[config.mk]
export PLATFORM = sky130hd
export DESIGN_NAME = keyword_lexer_stream
export DESIGN_NICKNAME = d
export VERILOG_FILES = /design/src/kls_pkg.sv /design/src/keyword_lexer_stream.sv /design/src/kls_scan.sv /design/src/kls_tokq.sv
export SDC_FILE = /design/constraint.sdc
export NUM_CORES = 1
export LEC_CHECK = 0
export BUFFER_PORTS_ARGS = -buffer_cell sky130_fd_sc_hd__buf_2
export CORE_UTILIZATION = 63
export DETAILED_ROUTE_END_ITERATION = 16
export HOLD_SLACK_MARGIN = 0.1
export PLACE_DENSITY = 0.9
export SYNTH_ARGS = -nofsm -noshare
export SYNTH_HDL_FRONTEND = slang
export SYNTH_SLANG_ARGS = --single-unit
[constraint.sdc]
create_clock -name clk -period 7.1 [get_ports clk]
set_input_delay 1.42 -clock clk [delete_from_list [all_inputs] [get_ports clk]]
set_output_delay 1.42 -clock clk [all_outputs]
set_load 0.01 [all_outputs]
[src/kls_pkg.sv]
// Shared types, token kind codes and keyword tables for the keyword lexer.
`default_nettype none
package kls_pkg;

  localparam int NUM_KW     = 12;
  localparam int KW_MAX_LEN = 8;   // table row width, longest keyword is six
  localparam int FIFO_DEPTH = 4;
  localparam int FIFO_AW    = 2;
  localparam int FIFO_CW    = 3;

  typedef struct packed {
    logic [7:0] src_byte;
    logic       end_of_source;
  } in_beat_t;

  typedef struct packed {
    logic [4:0]  token_kind;
    logic [15:0] start_offset;
    logic [7:0]  token_length;
    logic        last_of_run;
  } out_beat_t;

  // Up to two tokens handed from the scanner to the token queue in one cycle.
  typedef struct packed {
    logic      vld0;
    logic      vld1;
    out_beat_t tok0;
    out_beat_t tok1;
  } tok_push_t;

  typedef enum logic [1:0] {
    MODE_IDLE   = 2'd0,
    MODE_IDENT  = 2'd1,
    MODE_NUMBER = 2'd2,
    MODE_STRING = 2'd3
  } mode_t;

  localparam logic [4:0] KIND_IDENT   = 5'd0;
  localparam logic [4:0] KIND_NUMBER  = 5'd1;
  localparam logic [4:0] KIND_STRING  = 5'd2;
  localparam logic [4:0] KIND_KW0     = 5'd3;
  localparam logic [4:0] KIND_EQUAL   = 5'd15;
  localparam logic [4:0] KIND_LPAREN  = 5'd16;
  localparam logic [4:0] KIND_RPAREN  = 5'd17;
  localparam logic [4:0] KIND_SEMI    = 5'd18;
  localparam logic [4:0] KIND_PLUS    = 5'd19;
  localparam logic [4:0] KIND_MINUS   = 5'd20;
  localparam logic [4:0] KIND_STAR    = 5'd21;
  localparam logic [4:0] KIND_UNKNOWN = 5'd22;

  localparam logic [NUM_KW-1:0] ALL_KW = '1;

  localparam logic [7:0] CH_QUOTE = 8'h22;

  // Keyword text, one row per keyword, zero padded.
  localparam logic [7:0] KW_CHAR [NUM_KW][KW_MAX_LEN] = '{
    '{"l", "e", "t", 8'h0, 8'h0, 8'h0, 8'h0, 8'h0},
    '{"p", "r", "i", "n", "t", 8'h0, 8'h0, 8'h0},
    '{"i", "f", 8'h0, 8'h0, 8'h0, 8'h0, 8'h0, 8'h0},
    '{"i", "s", 8'h0, 8'h0, 8'h0, 8'h0, 8'h0, 8'h0},
    '{"t", "h", "a", "n", 8'h0, 8'h0, 8'h0, 8'h0},
    '{"m", "o", "r", "e", 8'h0, 8'h0, 8'h0, 8'h0},
    '{"l", "e", "s", "s", 8'h0, 8'h0, 8'h0, 8'h0},
    '{"e", "l", "s", "e", 8'h0, 8'h0, 8'h0, 8'h0},
    '{"f", "o", "r", 8'h0, 8'h0, 8'h0, 8'h0, 8'h0},
    '{"s", "t", "a", "r", "t", "s", 8'h0, 8'h0},
    '{"f", "o", "r", "m", 8'h0, 8'h0, 8'h0, 8'h0},
    '{"t", "o", 8'h0, 8'h0, 8'h0, 8'h0, 8'h0, 8'h0}
  };

  localparam logic [2:0] KW_LEN [NUM_KW] = '{
    3'd3, 3'd5, 3'd2, 3'd2, 3'd4, 3'd4, 3'd4, 3'd4, 3'd3, 3'd6, 3'd4, 3'd2
  };

  function automatic logic is_letter(input logic [7:0] b);
    return ((b >= "a") && (b <= "z")) || ((b >= "A") && (b <= "Z"));
  endfunction

  function automatic logic is_digit(input logic [7:0] b);
    return (b >= "0") && (b <= "9");
  endfunction

  function automatic logic is_blank(input logic [7:0] b);
    return (b == " ") || ((b >= 8'd9) && (b <= 8'd13));
  endfunction

  function automatic logic [4:0] single_kind(input logic [7:0] b);
    logic [4:0] k;
    unique case (b)
      "=":     k = KIND_EQUAL;
      "(":     k = KIND_LPAREN;
      ")":     k = KIND_RPAREN;
      ";":     k = KIND_SEMI;
      "+":     k = KIND_PLUS;
      "-":     k = KIND_MINUS;
      "*":     k = KIND_STAR;
      default: k = KIND_UNKNOWN;
    endcase
    return k;
  endfunction

endpackage
`default_nettype wire

[src/keyword_lexer_stream.sv]
// Top level of the byte-serial keyword lexer.
// keyword_lexer_stream takes one source byte a beat and emits tokens: kind,
// start offset and length, with last_of_run set on the last token a byte
// causes. A byte lands in an input register; once the queue has room, the
// scanner classifies it against the open token (identifier, number or string),
// updates the twelve keyword match flags in parallel and writes zero, one or
// two tokens into a four-entry token queue that drives the output beat.
// Sustained rate is one byte per cycle while each byte yields at most one
// token and the output side keeps up; the queue hands out one token a beat,
// so a byte that closes a token and also makes one leaves a second token
// waiting. Each byte's tokens pass the input register and the token queue.
// in_stall rises only when the input register holds a byte and the queue
// lacks room for two tokens. end_of_source flushes any open token and
// restarts the offset count at zero. Lengths saturate at MAX_TOKEN_LENGTH
// internally and are reported capped at 255; offsets wrap at OFFSET_BITS and
// are reported as their low 16 bits.
`default_nettype none
module keyword_lexer_stream #(
  parameter int MAX_TOKEN_LENGTH = 255,
  parameter int OFFSET_BITS      = 16
) (
  input  wire logic               clk,
  input  wire logic               rst_n,
  input  wire logic               in_valid,
  output logic                    in_stall,
  input  wire kls_pkg::in_beat_t  in_beat,
  output logic                    out_valid,
  input  wire logic               out_stall,
  output kls_pkg::out_beat_t      out_beat
);

  // input register
  logic               in_vld_r, in_vld_nxt;
  kls_pkg::in_beat_t  in_beat_r;
  logic               room;
  logic               go;
  logic               load;
  kls_pkg::tok_push_t push;

  // the held byte is processed when the queue can absorb two tokens
  assign go       = in_vld_r && room;
  assign in_stall = in_vld_r && !room;
  assign load     = in_valid && !in_stall;

  always_comb begin
    in_vld_nxt = load || (in_vld_r && !go);
  end

  always_ff @(posedge clk) begin
    if (!rst_n) begin
      in_vld_r <= 1'b0;
    end else begin
      in_vld_r <= in_vld_nxt;
    end
  end

  // payload only moves on a beat
  always_ff @(posedge clk) begin
    if (load) in_beat_r <= in_beat;
  end

  kls_scan #(
    .MAX_TOKEN_LENGTH (MAX_TOKEN_LENGTH),
    .OFFSET_BITS      (OFFSET_BITS)
  ) u_scan (
    .clk   (clk),
    .rst_n (rst_n),
    .go    (go),
    .beat  (in_beat_r),
    .push  (push)
  );

  kls_tokq u_tokq (
    .clk       (clk),
    .rst_n     (rst_n),
    .push      (push),
    .room      (room),
    .out_valid (out_valid),
    .out_stall (out_stall),
    .out_beat  (out_beat)
  );

endmodule
`default_nettype wire

[src/kls_scan.sv]
// Scanner: token state registers and the per-byte next-state and token logic.
`default_nettype none
module kls_scan #(
  parameter int MAX_TOKEN_LENGTH = 255,
  parameter int OFFSET_BITS      = 16
) (
  input  wire logic              clk,
  input  wire logic              rst_n,
  input  wire logic              go,
  input  wire kls_pkg::in_beat_t beat,
  output kls_pkg::tok_push_t     push
);

  localparam int LEN_W = $clog2(MAX_TOKEN_LENGTH + 1);
  localparam int OFF_W = OFFSET_BITS;

  kls_pkg::mode_t              mode_r, mode_nxt, mode_s;
  logic [OFF_W-1:0]            start_r, start_nxt, start_s;
  logic [LEN_W-1:0]            len_r, len_nxt, len_s, len_grow;
  logic [kls_pkg::NUM_KW-1:0]  cand_r, cand_nxt, cand_s;
  logic [OFF_W-1:0]            offset_r, offset_nxt;
  logic [7:0]                  b;
  logic                        eos, used, close_v, single_v, eos_v;
  kls_pkg::out_beat_t          tok_close, tok_b;

  // Keywords still matching after appending byte c at position p.
  function automatic logic [kls_pkg::NUM_KW-1:0] cand_mask(
    input logic [LEN_W-1:0] p,
    input logic [7:0]       c
  );
    logic [kls_pkg::NUM_KW-1:0] m;
    m = '0;
    for (int k = 0; k < kls_pkg::NUM_KW; k++) begin
      m[k] = (32'(p) < 32'(kls_pkg::KW_LEN[k])) &&
             (kls_pkg::KW_CHAR[k][p[2:0]] == c);
    end
    return m;
  endfunction

  function automatic logic [4:0] flush_kind(
    input kls_pkg::mode_t             m,
    input logic [kls_pkg::NUM_KW-1:0] c,
    input logic [LEN_W-1:0]           l
  );
    logic [4:0] k;
    k = kls_pkg::KIND_IDENT;
    unique case (m)
      kls_pkg::MODE_IDENT: begin
        // lowest matching keyword wins
        for (int i = kls_pkg::NUM_KW - 1; i >= 0; i--) begin
          if (c[i] && (32'(l) == 32'(kls_pkg::KW_LEN[i]))) k = kls_pkg::KIND_KW0 + 5'(i);
        end
      end
      kls_pkg::MODE_NUMBER: k = kls_pkg::KIND_NUMBER;
      kls_pkg::MODE_STRING: k = kls_pkg::KIND_STRING;
      default:              k = kls_pkg::KIND_IDENT;
    endcase
    return k;
  endfunction

  function automatic logic [7:0] sat_len(input logic [LEN_W-1:0] l);
    return (32'(l) > 32'd255) ? 8'd255 : 8'(l);
  endfunction

  always_comb begin
    b        = beat.src_byte;
    eos      = beat.end_of_source;
    mode_s   = mode_r;
    start_s  = start_r;
    len_s    = len_r;
    cand_s   = cand_r;
    used     = 1'b0;
    close_v  = 1'b0;
    single_v = 1'b0;
    len_grow = (len_r < LEN_W'(MAX_TOKEN_LENGTH)) ? len_r + LEN_W'(1) : len_r;

    unique case (mode_r)
      kls_pkg::MODE_STRING: begin
        used = 1'b1;
        if (b == kls_pkg::CH_QUOTE) begin
          close_v = 1'b1;
          mode_s  = kls_pkg::MODE_IDLE;
        end else begin
          len_s = len_grow;
        end
      end
      kls_pkg::MODE_IDENT: begin
        if (kls_pkg::is_letter(b) || kls_pkg::is_digit(b)) begin
          used   = 1'b1;
          cand_s = cand_r & cand_mask(len_r, b);
          len_s  = len_grow;
        end else begin
          close_v = 1'b1;
          mode_s  = kls_pkg::MODE_IDLE;
        end
      end
      kls_pkg::MODE_NUMBER: begin
        if (kls_pkg::is_digit(b)) begin
          used  = 1'b1;
          len_s = len_grow;
        end else begin
          close_v = 1'b1;
          mode_s  = kls_pkg::MODE_IDLE;
        end
      end
      default: ;
    endcase

    // byte not consumed by an open token: handle as from idle
    if (!used) begin
      priority if (kls_pkg::is_blank(b)) begin
        // skipped
      end else if (kls_pkg::is_letter(b)) begin
        mode_s  = kls_pkg::MODE_IDENT;
        start_s = offset_r;
        len_s   = LEN_W'(1);
        cand_s  = cand_mask('0, b);
      end else if (kls_pkg::is_digit(b)) begin
        mode_s  = kls_pkg::MODE_NUMBER;
        start_s = offset_r;
        len_s   = LEN_W'(1);
      end else if (b == kls_pkg::CH_QUOTE) begin
        mode_s  = kls_pkg::MODE_STRING;
        start_s = offset_r + OFF_W'(1);
        len_s   = '0;
      end else begin
        single_v = 1'b1;
      end
    end

    eos_v = eos && (mode_s != kls_pkg::MODE_IDLE);

    tok_close.token_kind   = flush_kind(mode_r, cand_r, len_r);
    tok_close.start_offset = 16'(start_r);
    tok_close.token_length = sat_len(len_r);
    tok_close.last_of_run  = 1'b0;

    if (single_v) begin
      tok_b.token_kind   = kls_pkg::single_kind(b);
      tok_b.start_offset = 16'(offset_r);
      tok_b.token_length = 8'd1;
    end else begin
      tok_b.token_kind   = flush_kind(mode_s, cand_s, len_s);
      tok_b.start_offset = 16'(start_s);
      tok_b.token_length = sat_len(len_s);
    end
    tok_b.last_of_run = 1'b1;

    push.vld0 = go && (close_v || single_v || eos_v);
    push.vld1 = go && close_v && (single_v || eos_v);
    push.tok0 = close_v ? tok_close : tok_b;
    push.tok0.last_of_run = !(close_v && (single_v || eos_v));
    push.tok1 = tok_b;

    if (eos) begin
      mode_nxt   = kls_pkg::MODE_IDLE;
      start_nxt  = '0;
      len_nxt    = '0;
      cand_nxt   = kls_pkg::ALL_KW;
      offset_nxt = '0;
    end else begin
      mode_nxt   = mode_s;
      start_nxt  = start_s;
      len_nxt    = len_s;
      cand_nxt   = cand_s;
      offset_nxt = offset_r + OFF_W'(1);
    end
  end

  always_ff @(posedge clk) begin
    if (!rst_n) begin
      mode_r   <= kls_pkg::MODE_IDLE;
      start_r  <= '0;
      len_r    <= '0;
      cand_r   <= kls_pkg::ALL_KW;
      offset_r <= '0;
    end else if (go) begin
      mode_r   <= mode_nxt;
      start_r  <= start_nxt;
      len_r    <= len_nxt;
      cand_r   <= cand_nxt;
      offset_r <= offset_nxt;
    end
  end

endmodule
`default_nettype wire

[src/kls_tokq.sv]
// Token queue: takes up to two tokens a cycle, hands out one token a beat.
`default_nettype none
module kls_tokq (
  input  wire logic               clk,
  input  wire logic               rst_n,
  input  wire kls_pkg::tok_push_t push,
  output logic                    room,
  output logic                    out_valid,
  input  wire logic               out_stall,
  output kls_pkg::out_beat_t      out_beat
);

  kls_pkg::out_beat_t            mem_r [kls_pkg::FIFO_DEPTH];
  logic [kls_pkg::FIFO_AW-1:0]   wr_ptr_r, wr_ptr_nxt, rd_ptr_r, rd_ptr_nxt;
  logic [kls_pkg::FIFO_CW-1:0]   count_r, count_nxt;
  logic [kls_pkg::FIFO_CW-1:0]   n_push;
  logic                          pop;

  always_comb begin
    pop        = out_valid && !out_stall;
    n_push     = kls_pkg::FIFO_CW'(push.vld0) + kls_pkg::FIFO_CW'(push.vld1);
    wr_ptr_nxt = wr_ptr_r + kls_pkg::FIFO_AW'(n_push);
    rd_ptr_nxt = rd_ptr_r + kls_pkg::FIFO_AW'(pop);
    count_nxt  = count_r + n_push - kls_pkg::FIFO_CW'(pop);
  end

  // space for a full two-token burst
  assign room      = (32'(count_r) <= kls_pkg::FIFO_DEPTH - 2);
  assign out_valid = (count_r != '0);
  assign out_beat  = mem_r[rd_ptr_r];

  always_ff @(posedge clk) begin
    if (!rst_n) begin
      wr_ptr_r <= '0;
      rd_ptr_r <= '0;
      count_r  <= '0;
    end else begin
      wr_ptr_r <= wr_ptr_nxt;
      rd_ptr_r <= rd_ptr_nxt;
      count_r  <= count_nxt;
    end
  end

  always_ff @(posedge clk) begin
    if (push.vld0) mem_r[wr_ptr_r] <= push.tok0;
    if (push.vld1) mem_r[wr_ptr_r + kls_pkg::FIFO_AW'(1)] <= push.tok1;
  end

endmodule
`default_nettype wire

# Yosys cells after proc, flatten, opt, wreduce, memory -nomap -nowiden

Memories as Yosys holds them, arrays and structs flattened. A register that Yosys moved wholly into a read port is not among the register bits.
Cells that the tools add are included.
W data, S select, Z words.

Register bits: 71
Word-level logic and storage cells: 263
Memories: 13
Output and inout bits: 32
ROM bits: 768
Bits of input ports: 13
Memory bits (writable): 120
Latch bits: 0

Shift operators: 0
Reduce and logical (&&, ||, !) cells: 64
Multipliers: 0
Multiplexer cells: 104
$lt $le $gt $ge: 16
Bitwise operators: 2
Divide/modulo/power cells: 0
Eq/ne operators: 45
Add/subtract/negate cells: 8

Memory list:

| memory          | words | bits a word | read ports | clocked after memory_dff | write ports | RTL line       | source |
|---|---|---|---|---|---|---|---|
| u_tokq.mem_r    | 4     | 30          | 1          | 1                        | 2           | kls_tokq.sv:13 | `kls_pkg::out_beat_t mem_r [kls_pkg::FIFO_DEPTH];` |
| (no name shown) | 8     | 8           | 1          | 0                        | 0           | kls_scan.sv:35 | `(kls_pkg::KW_CHAR[k][p[2:0]] == c);` |
| (no name shown) | 8     | 8           | 1          | 0                        | 0           | kls_scan.sv:35 |  |
| (no name shown) | 8     | 8           | 1          | 0                        | 0           | kls_scan.sv:35 |  |
| (no name shown) | 8     | 8           | 1          | 0                        | 0           | kls_scan.sv:35 |  |
| (no name shown) | 8     | 8           | 1          | 0                        | 0           | kls_scan.sv:35 |  |
| 7 more memories | --    | --          | --         | --                       | --          | --             |  |

Operators with widths:

| cell                    | number |
|---|---|
| $mux W8                 | 34 |
| $mux W16                | 7 |
| $eq A8 B8 Y1            | 12 |
| $mux W4                 | 24 |
| $eq A8 B6 Y1 const B    | 9 |
| $mux W12                | 6 |
| $eq A7 B8 Y1 const A    | 8 |
| $logic_and A1 B1 Y1     | 50 |
| $eq A8 B3 Y1 const B    | 6 |
| $pmux W5 S7             | 1 |
| $eq A8 B2 Y1 const B    | 4 |
| $mux W30                | 1 |
| $mux W29                | 1 |
| $lt A8 B3 Y1 const B    | 3 |
| $pmux W4 S3             | 2 |
| $pmux W8 S3             | 1 |
| $mux W2                 | 10 |
| $add A16 B1 Y16 const B | 1 |
| $ge A8 B7 Y1 const B    | 2 |
| $le A8 B7 Y1 const B    | 2 |
| $lt A8 B2 Y1 const B    | 2 |
| $mux W1                 | 14 |
| $and A12 B12 Y12        | 1 |
| $add A8 B1 Y8 const B   | 1 |
| 22 further kinds        | 37 |

# Logic depth before layout (Yosys ltp)

Gate-level depths: netlist of the first run.

Depth after elaboration: 28
Depth in mapped cells: 18
Mapped depth without buffers: 15

# By module

Synthesis of the first run repeated with hierarchy kept, for this count alone.

Cell total of the unflattened synthesis: 1,212
Area, all modules: 12,398.1 um2

Modules (own cells, without submodules):

| module               | area each (um2) | cells an instance | instances |
|---|---|---|---|
| kls_tokq             | 6,167.2         | 333               | 1 |
| kls_scan             | 5,906.9         | 865               | 1 |
| keyword_lexer_stream | 324.1           | 14                | 1 |

# Worst setup path after synthesis of the first run

Ideal clock, no wire load.

Kind: reg-to-reg
Start point: reg in_beat_r[3] (netlist name)
End point: mem u_tokq.mem_r[3][10] (netlist name), enable pin
Stages on the path, launching flop included: 13
Data arrival time: 4,744 ps
Data required time: 6,638 ps
Slack: 1,894 ps
Library setup time: 462 ps
Cell sequence: edfxtp_1 > buf_6 > or4_4 > o221a_2 > nor2_2 > and3_1 > buf_2 > a21oi_1 > nor2_1 > nand2_1 > inv_1 > nand2b_1 > a21boi_0

RTL lines:

| item                   | RTL line                   | source |
|---|---|---|
| from (decl)            | keyword_lexer_stream.sv:34 | `kls_pkg::in_beat_t in_beat_r;` |
| from (signal assigned) | keyword_lexer_stream.sv:59 | `if (load) in_beat_r <= in_beat;` |
| to (decl)              | kls_tokq.sv:13             |  |

==> results of run 1 <==
[through the flow]
stage	worst slack, ps	total power (uW)
finish	1470	3010
CTS	1690	2990
detailed placement	1730	1990
global placement	1950	1970
floorplan	1890	1790
global route	1090	3100
[power groups by stage]
| stage | logic (uW) | clock network (uW) | registers [uW] |
|---|---|---|---|
| after floorplan | 505 | 0 | 1290 |
| after global placement | 629 | 0 | 1340 |
| after detailed placement | 644 | 0 | 1350 |
| after CTS | 650 | 1020 | 1320 |
| after global routing | 702 | 1060 | 1330 |
| final | 661 | 1020 | 1320 |
[synth_stat cells (26+ instances only)]
cell type	number	area share [%]
nand3_1	37	1.5
inv_1	26	0.81
clkbuf_1	77	2.4
nor3_1	37	1.5
o21ai_0	88	3.7
dfxtp_1	66	11
nor2b_1	42	2.2
edfxtp_1	125	31
mux4_2	30	5.6
o22ai_1	33	1.7
a21oi_1	82	3.4
nor2_1	99	3.1
nand2_1	117	3.7
and2_1	31	1.6
a22o_1	43	3.1
[state kept, by name (all words and copies together) (netlist names)]
| register | cells |
|---|---|
| u_tokq.count_r | 3 |
| u_scan.cand_r | 12 |
| u_scan.offset_r | 16 |
| u_scan.start_r | 16 |
| u_scan.len_r | 8 |
| u_tokq.wr_ptr_r | 2 |
| in_vld_r | 1 |
| in_beat_r | 9 |
| u_tokq.mem_r | 120 |
| u_tokq.rd_ptr_r | 2 |
| u_scan.mode_r | 2 |
[critical path, cell delays in order (launching register included)]
cell and delay [ps]:
edfxtp_1 900, o21ai_0 650, a21o_1 320, a221oi_1 490, and3_1 680, a21oi_1 220, nor2_1 230, nand2_1 220
inv_1 250, nand2b_1 180, a21boi_2 760, buf_4 400
[final cells by class]
cell class / count / share of cell area [%]
inverters: 26 / 0.757
well taps: 234 / 2.27
repair buffers: 62 / 2.76
clock inverters: 15 / 1.63
clock buffers: 17 / 3.30
flip-flops and latches: 191 / 39.4
multi-input cells: 957 / 49.9
[cells by family after synthesis]
group | share of synthesized area (%)
DFF | 42.3
AOI/OAI and AO/OA | 22.8
and+or+nand+nor | 19.6
xor gates and xnor gates | 2.11
buffers and inverters | 4.26
adders and majority gates | 1.73
muxes | 7.23
[worst paths after layout]
path | start | end
max | in_beat_r[2]$_DFFE_PP_ | u_tokq.mem_r[3][15]$_DFFE_PP_
min | u_tokq.mem_r[3][0]$_SDFFE_PP1P_ | u_tokq.mem_r[3][0]$_SDFFE_PP1P_
max reg2reg | in_beat_r[2]$_DFFE_PP_ | u_tokq.mem_r[3][15]$_DFFE_PP_
min reg2reg | u_tokq.mem_r[3][0]$_SDFFE_PP1P_ | u_tokq.mem_r[3][0]$_SDFFE_PP1P_
[layer usage]
metal	up-vias	part of all wire [%]	GRT usage, %	wire length (um)
li1	4798	-	-	-
met1	5084	38	48.0	13400
met2	876	46	56.4	16000
met3	142	12	6.94	4220
met4	0	4.1	17.4	1430
met5	-	0	0	0
==> results.tsv, run 1 <==
metric	value	unit
DP HPWL	23.9	mm
Setup Viol. Count Final	0	
worst clock skew	9.74	ps
placed instance area	12300	sq um
DR WL/cell	23.3	um
slew at the pin with the worst max-slew slack	1290	ps
worst rel slew slack	13.5	%
Worst setup EP type	register	
Post-CTS Hold Fix Bufs	0	
commonest non-fill, non-tap cells in the layout	125 x edfxtp_1, 117 x nand2_1, 99 x nor2_1	
Detail Route Antenna Nets	0	
Layout Cell Area excl Fill	12900	sq um
fill cell count	1357	
Comb pwr share	22.0	%
Pleak	0.00447	uW
Max Fclk	0.178	GHz
Die X	140	um
area growth from synthesis to layout	7.38	%
Sink Count	191	
Non-Filler Instances	1502	
Int Pwr	2010	uW
RSZ-0062 raised after global routing	false	
Net Sw Frac	33.1	%
FF/Latch Area	5080	sq um
WL final	35.0	mm
total global routing overflow	0	
Clk pwr share	34.1	%
clk buf depth	2	
vias per std cell	7.26	
worst-case reg-to-reg path depth	11	
final hold vios	0	
multi-input logic area	6440	sq um
number of DRC markers in iteration 0	1679	
Max-Cap Viols	0	
clock root buffer	clkbuf_16	
Clock Latency Late Sink	450	ps
Avg Cell Area, Syn	9.40	sq um
first-pass GRT wire length	54.8	mm
maximum VDD drop	0.192	mV
CTS tree	built	
drt drc	0	
nets	1284	
Final min period	5630	ps
Synth async-reset ratio	0	%
RePlAce Congestion	0.985	
total CTS buffers	17	
Layout Utilization	68.9	%
Starting Density	64.2	%
# diodes	0	
CP Data Arrival Time	5770	ps
status	finished clean	
#FFs+latches synth	191	
vias	10900	
Die Ht	140	um
Synthesized Nets	1307	
cell depth of the worst hold path	1	
Detailed Routing Iterations Pass 1	8	
row count	50	
HP Class	register to register	
share of layout cells above drive strength 1	13.2	%
Primary FF master, synth	edfxtp_1	
Die ar.	19600	sq um
Hold Slack	481	ps
CP startpoint kind	register	
setup bufs post-CTS	0	
IO Pins	45	
switching power	996	uW
Netlist cell types	93	
Final Cycle Share	79.3	%
crit path max fanout	24	
dpl cells	1470	
largest net degree at the start of global routing	63	
PD cells	233	nW/um^2
Yosys Warn Count	0	
H-Tree Depth	4	
post-route setup TNS	0	ps
antenna violations before repair	0	
Reg clk slew, reported paths	80	ps
sequential share of the synthesized area	42.3	%
Post-synth EDFFs	125	
Req. time, crit path	7240	ps
most common cell after layout, fill and taps aside	edfxtp_1	
FF-to-FF setup slack	1470	ps
PostCTS Resize Cnt	0	
sequential cell fraction of total power	43.9	%
area of the mapped netlist	12000	sq um
synthesized instance count	1278	
Max Slew Vio Count	0	
core area	18700	sq um
port buffer count	44	
vias in the first global route	10141	
Setup CP Type	register to register	
aggregate global-route resource usage	35.9	%
No activity file was read; power rests on OpenSTA's default activity.
==> inputs of run 2 (changes only) <==
==> constraint.sdc (replaced) <==
create_clock -name clk -period 5.5 [get_ports clk]
set_input_delay 1.1 -clock clk [delete_from_list [all_inputs] [get_ports clk]]
set_output_delay 1.1 -clock clk [all_outputs]
set_load 0.01 [all_outputs]
==> results.tsv, run 2 (synthesized netlist as in run 1, its figures left out) <==
metric	value	unit	change
# diodes	0		unchanged
Detail Route Antenna Nets	0		unchanged
total CTS buffers	17		unchanged
RePlAce Congestion	1.03		+4.9%
aggregate global-route resource usage	36.6	%	+0.64 points
Die Ht	140	um	unchanged
Die X	140	um	unchanged
maximum VDD drop	0.237	mV	+24%
Die ar.	19600	sq um	unchanged
Pleak	0.00453	uW	+1.4%
Detailed Routing Iterations Pass 1	7		-1
port buffer count	44		unchanged
number of DRC markers in iteration 0	2036		+21%
nets	1297		+1.0%
Starting Density	64.2	%	unchanged
Final min period	4880	ps	-754 ps
post-route setup TNS	0	ps	unchanged
CP startpoint kind	register		
max reg flops	120		unchanged
commonest non-fill, non-tap cells in the layout	125 x edfxtp_1, 117 x nand2_1, 99 x nor2_1		
antenna violations before repair	0		unchanged
vias in the first global route	9864		-2.7%
register bank with the most flops	u_tokq.mem_r		
setup bufs post-CTS	0		unchanged
Top Registers	u_tokq.mem_r: 120 flops, u_scan.offset_r: 16 flops, u_scan.start_r: 16 flops		
first-pass GRT wire length	55.3	mm	+0.88%
vias per std cell	7.22		-0.54%
Post-CTS Hold Fix Bufs	0		unchanged
vias	10935		+0.32%
clk buf depth	2		unchanged
CP Data Arrival Time	5220	ps	-550 ps
Worst setup EP type	register		
Setup CP Type	register to register		
DR WL/cell	23.4	um	+0.15%
Req. time, crit path	5840	ps	-1400 ps
RSZ-0062 raised after global routing	false		
Sink Count	191		unchanged
largest net degree at the start of global routing	63		unchanged
status	finished clean		
Max Fclk	0.205	GHz	+15%
WL final	35.4	mm	+1.0%
placed instance area	12400	sq um	+0.90%
share of layout cells above drive strength 1	14.1	%	+0.88 points
Clock Latency Late Sink	450	ps	about the same
Non-Filler Instances	1515		+0.87%
drt drc	0		unchanged
H-Tree Depth	4		unchanged
Final Cycle Share	88.7	%	+9.4 points
Max-Cap Viols	0		unchanged
fill cell count	1374		+1.3%
PostCTS Resize Cnt	0		unchanged
slew at the pin with the worst max-slew slack	1120	ps	-167 ps
Max Slew Vio Count	0		unchanged
PD cells	300	nW/um^2	+29%
worst clock skew	13.9	ps	+4.12 ps
Layout Cell Area excl Fill	13000	sq um	+0.93%
Setup Viol. Count Final	0		unchanged
total global routing overflow	0		unchanged
dpl cells	1483		+0.88%
DP HPWL	23.9	mm	-0.25%
crit path max fanout	24		unchanged
IO Pins	45		unchanged
Reg clk slew, reported paths	80	ps	about the same
most common cell after layout, fill and taps aside	edfxtp_1		
pre-CTS WS	827	ps	-908 ps
final setup margin	624	ps	-846 ps
area growth from synthesis to layout	8.38	%	
row count	50		unchanged
core area	18700	sq um	unchanged
CTS tree	built		
HP Class	register to register		
Hold Slack	491	ps	+10.4 ps
worst rel slew slack	24.4	%	+11 points
final hold vios	0		unchanged
clock root buffer	clkbuf_16		
## run 2: changes by cell type in the layout (fill, tap and decap cells not counted)
cell | previous run | this run
buf_4 | 18 | 30
clkinv_8 | 3 | 5
inv_8 | 3 | 1
buf_12 | 0 | 1
clkinv_4 | 1 | 0
inv_6 | 2 | 3
## run 2: area by class of cell
type | count | area (sq um) | area share (%)
Tap cell | 234 | 293 | 2.25
Multi-Input combinational cell | 957 | 6440 | 49.5
Sequential cell | 191 | 5080 | 39.0
Clock buffer | 17 | 425 | 3.27
Timing Repair Buffer | 75 | 465 | 3.58
Clock inverter | 15 | 220 | 1.69
Inverter | 26 | 97.6 | 0.750
## run 2: routing by layer
layer	vias to the layer above	share of wire, %	GRT usage, %	routed length, um
met4	0	4.2	14.9	1480
met2	885	46	57.6	16300
li1	4816	-	-	-
met1	5086	38	50.0	13300
met3	148	12	6.74	4260
met5	-	0	0	0
## run 2: final timing paths
kind / cells after the start / slack, ps / to / start
max: 17 / 620 / u_tokq.count_r[2]$_SDFF_PN0_ / in_beat_r[2]$_DFFE_PP_
min: 1 / 490 / u_tokq.mem_r[3][0]$_SDFFE_PP1P_ / u_tokq.mem_r[3][0]$_SDFFE_PP1P_
max reg2reg: 17 / 620 / u_tokq.count_r[2]$_SDFF_PN0_ / in_beat_r[2]$_DFFE_PP_
min reg2reg: 1 / 490 / u_tokq.mem_r[3][0]$_SDFFE_PP1P_ / u_tokq.mem_r[3][0]$_SDFFE_PP1P_
## run 2: critical path, cell delays in order, from the launching register on
cell and delay [ps]:
edfxtp_1 890, o21ai_0 200, buf_4 210, a21o_1 160, a221oi_1 630, and3_1 260
buf_4 230, a21oi_1 140, nor2_1 200, nand2_1 170, inv_1 220, ha_1 220
inv_1 50, ha_1 300, fa_1 440, xor2_1 170, xnor2_1 130, and2_1 150
## run 2: power breakdown
group	total, uW	switching (uW)	internal [uW]
Sequential	1710	112	1590
Clock	1330	686	644
Combinational	865	496	369
Total	3900	1290	2610
## run 2: through the flow
| stage | power (uW) | utilization, % |
|---|---|---|
| 6_report | 3900 | 69.6 |
| 5_1_grt | 4030 | 69.6 |
| 4_1_cts | 3890 | 69.6 |
| 3_5_place_dp | 2580 | 66.1 |
| 3_3_place_gp | 2560 | 66.1 |
| 2_1_floorplan | 2310 | - |
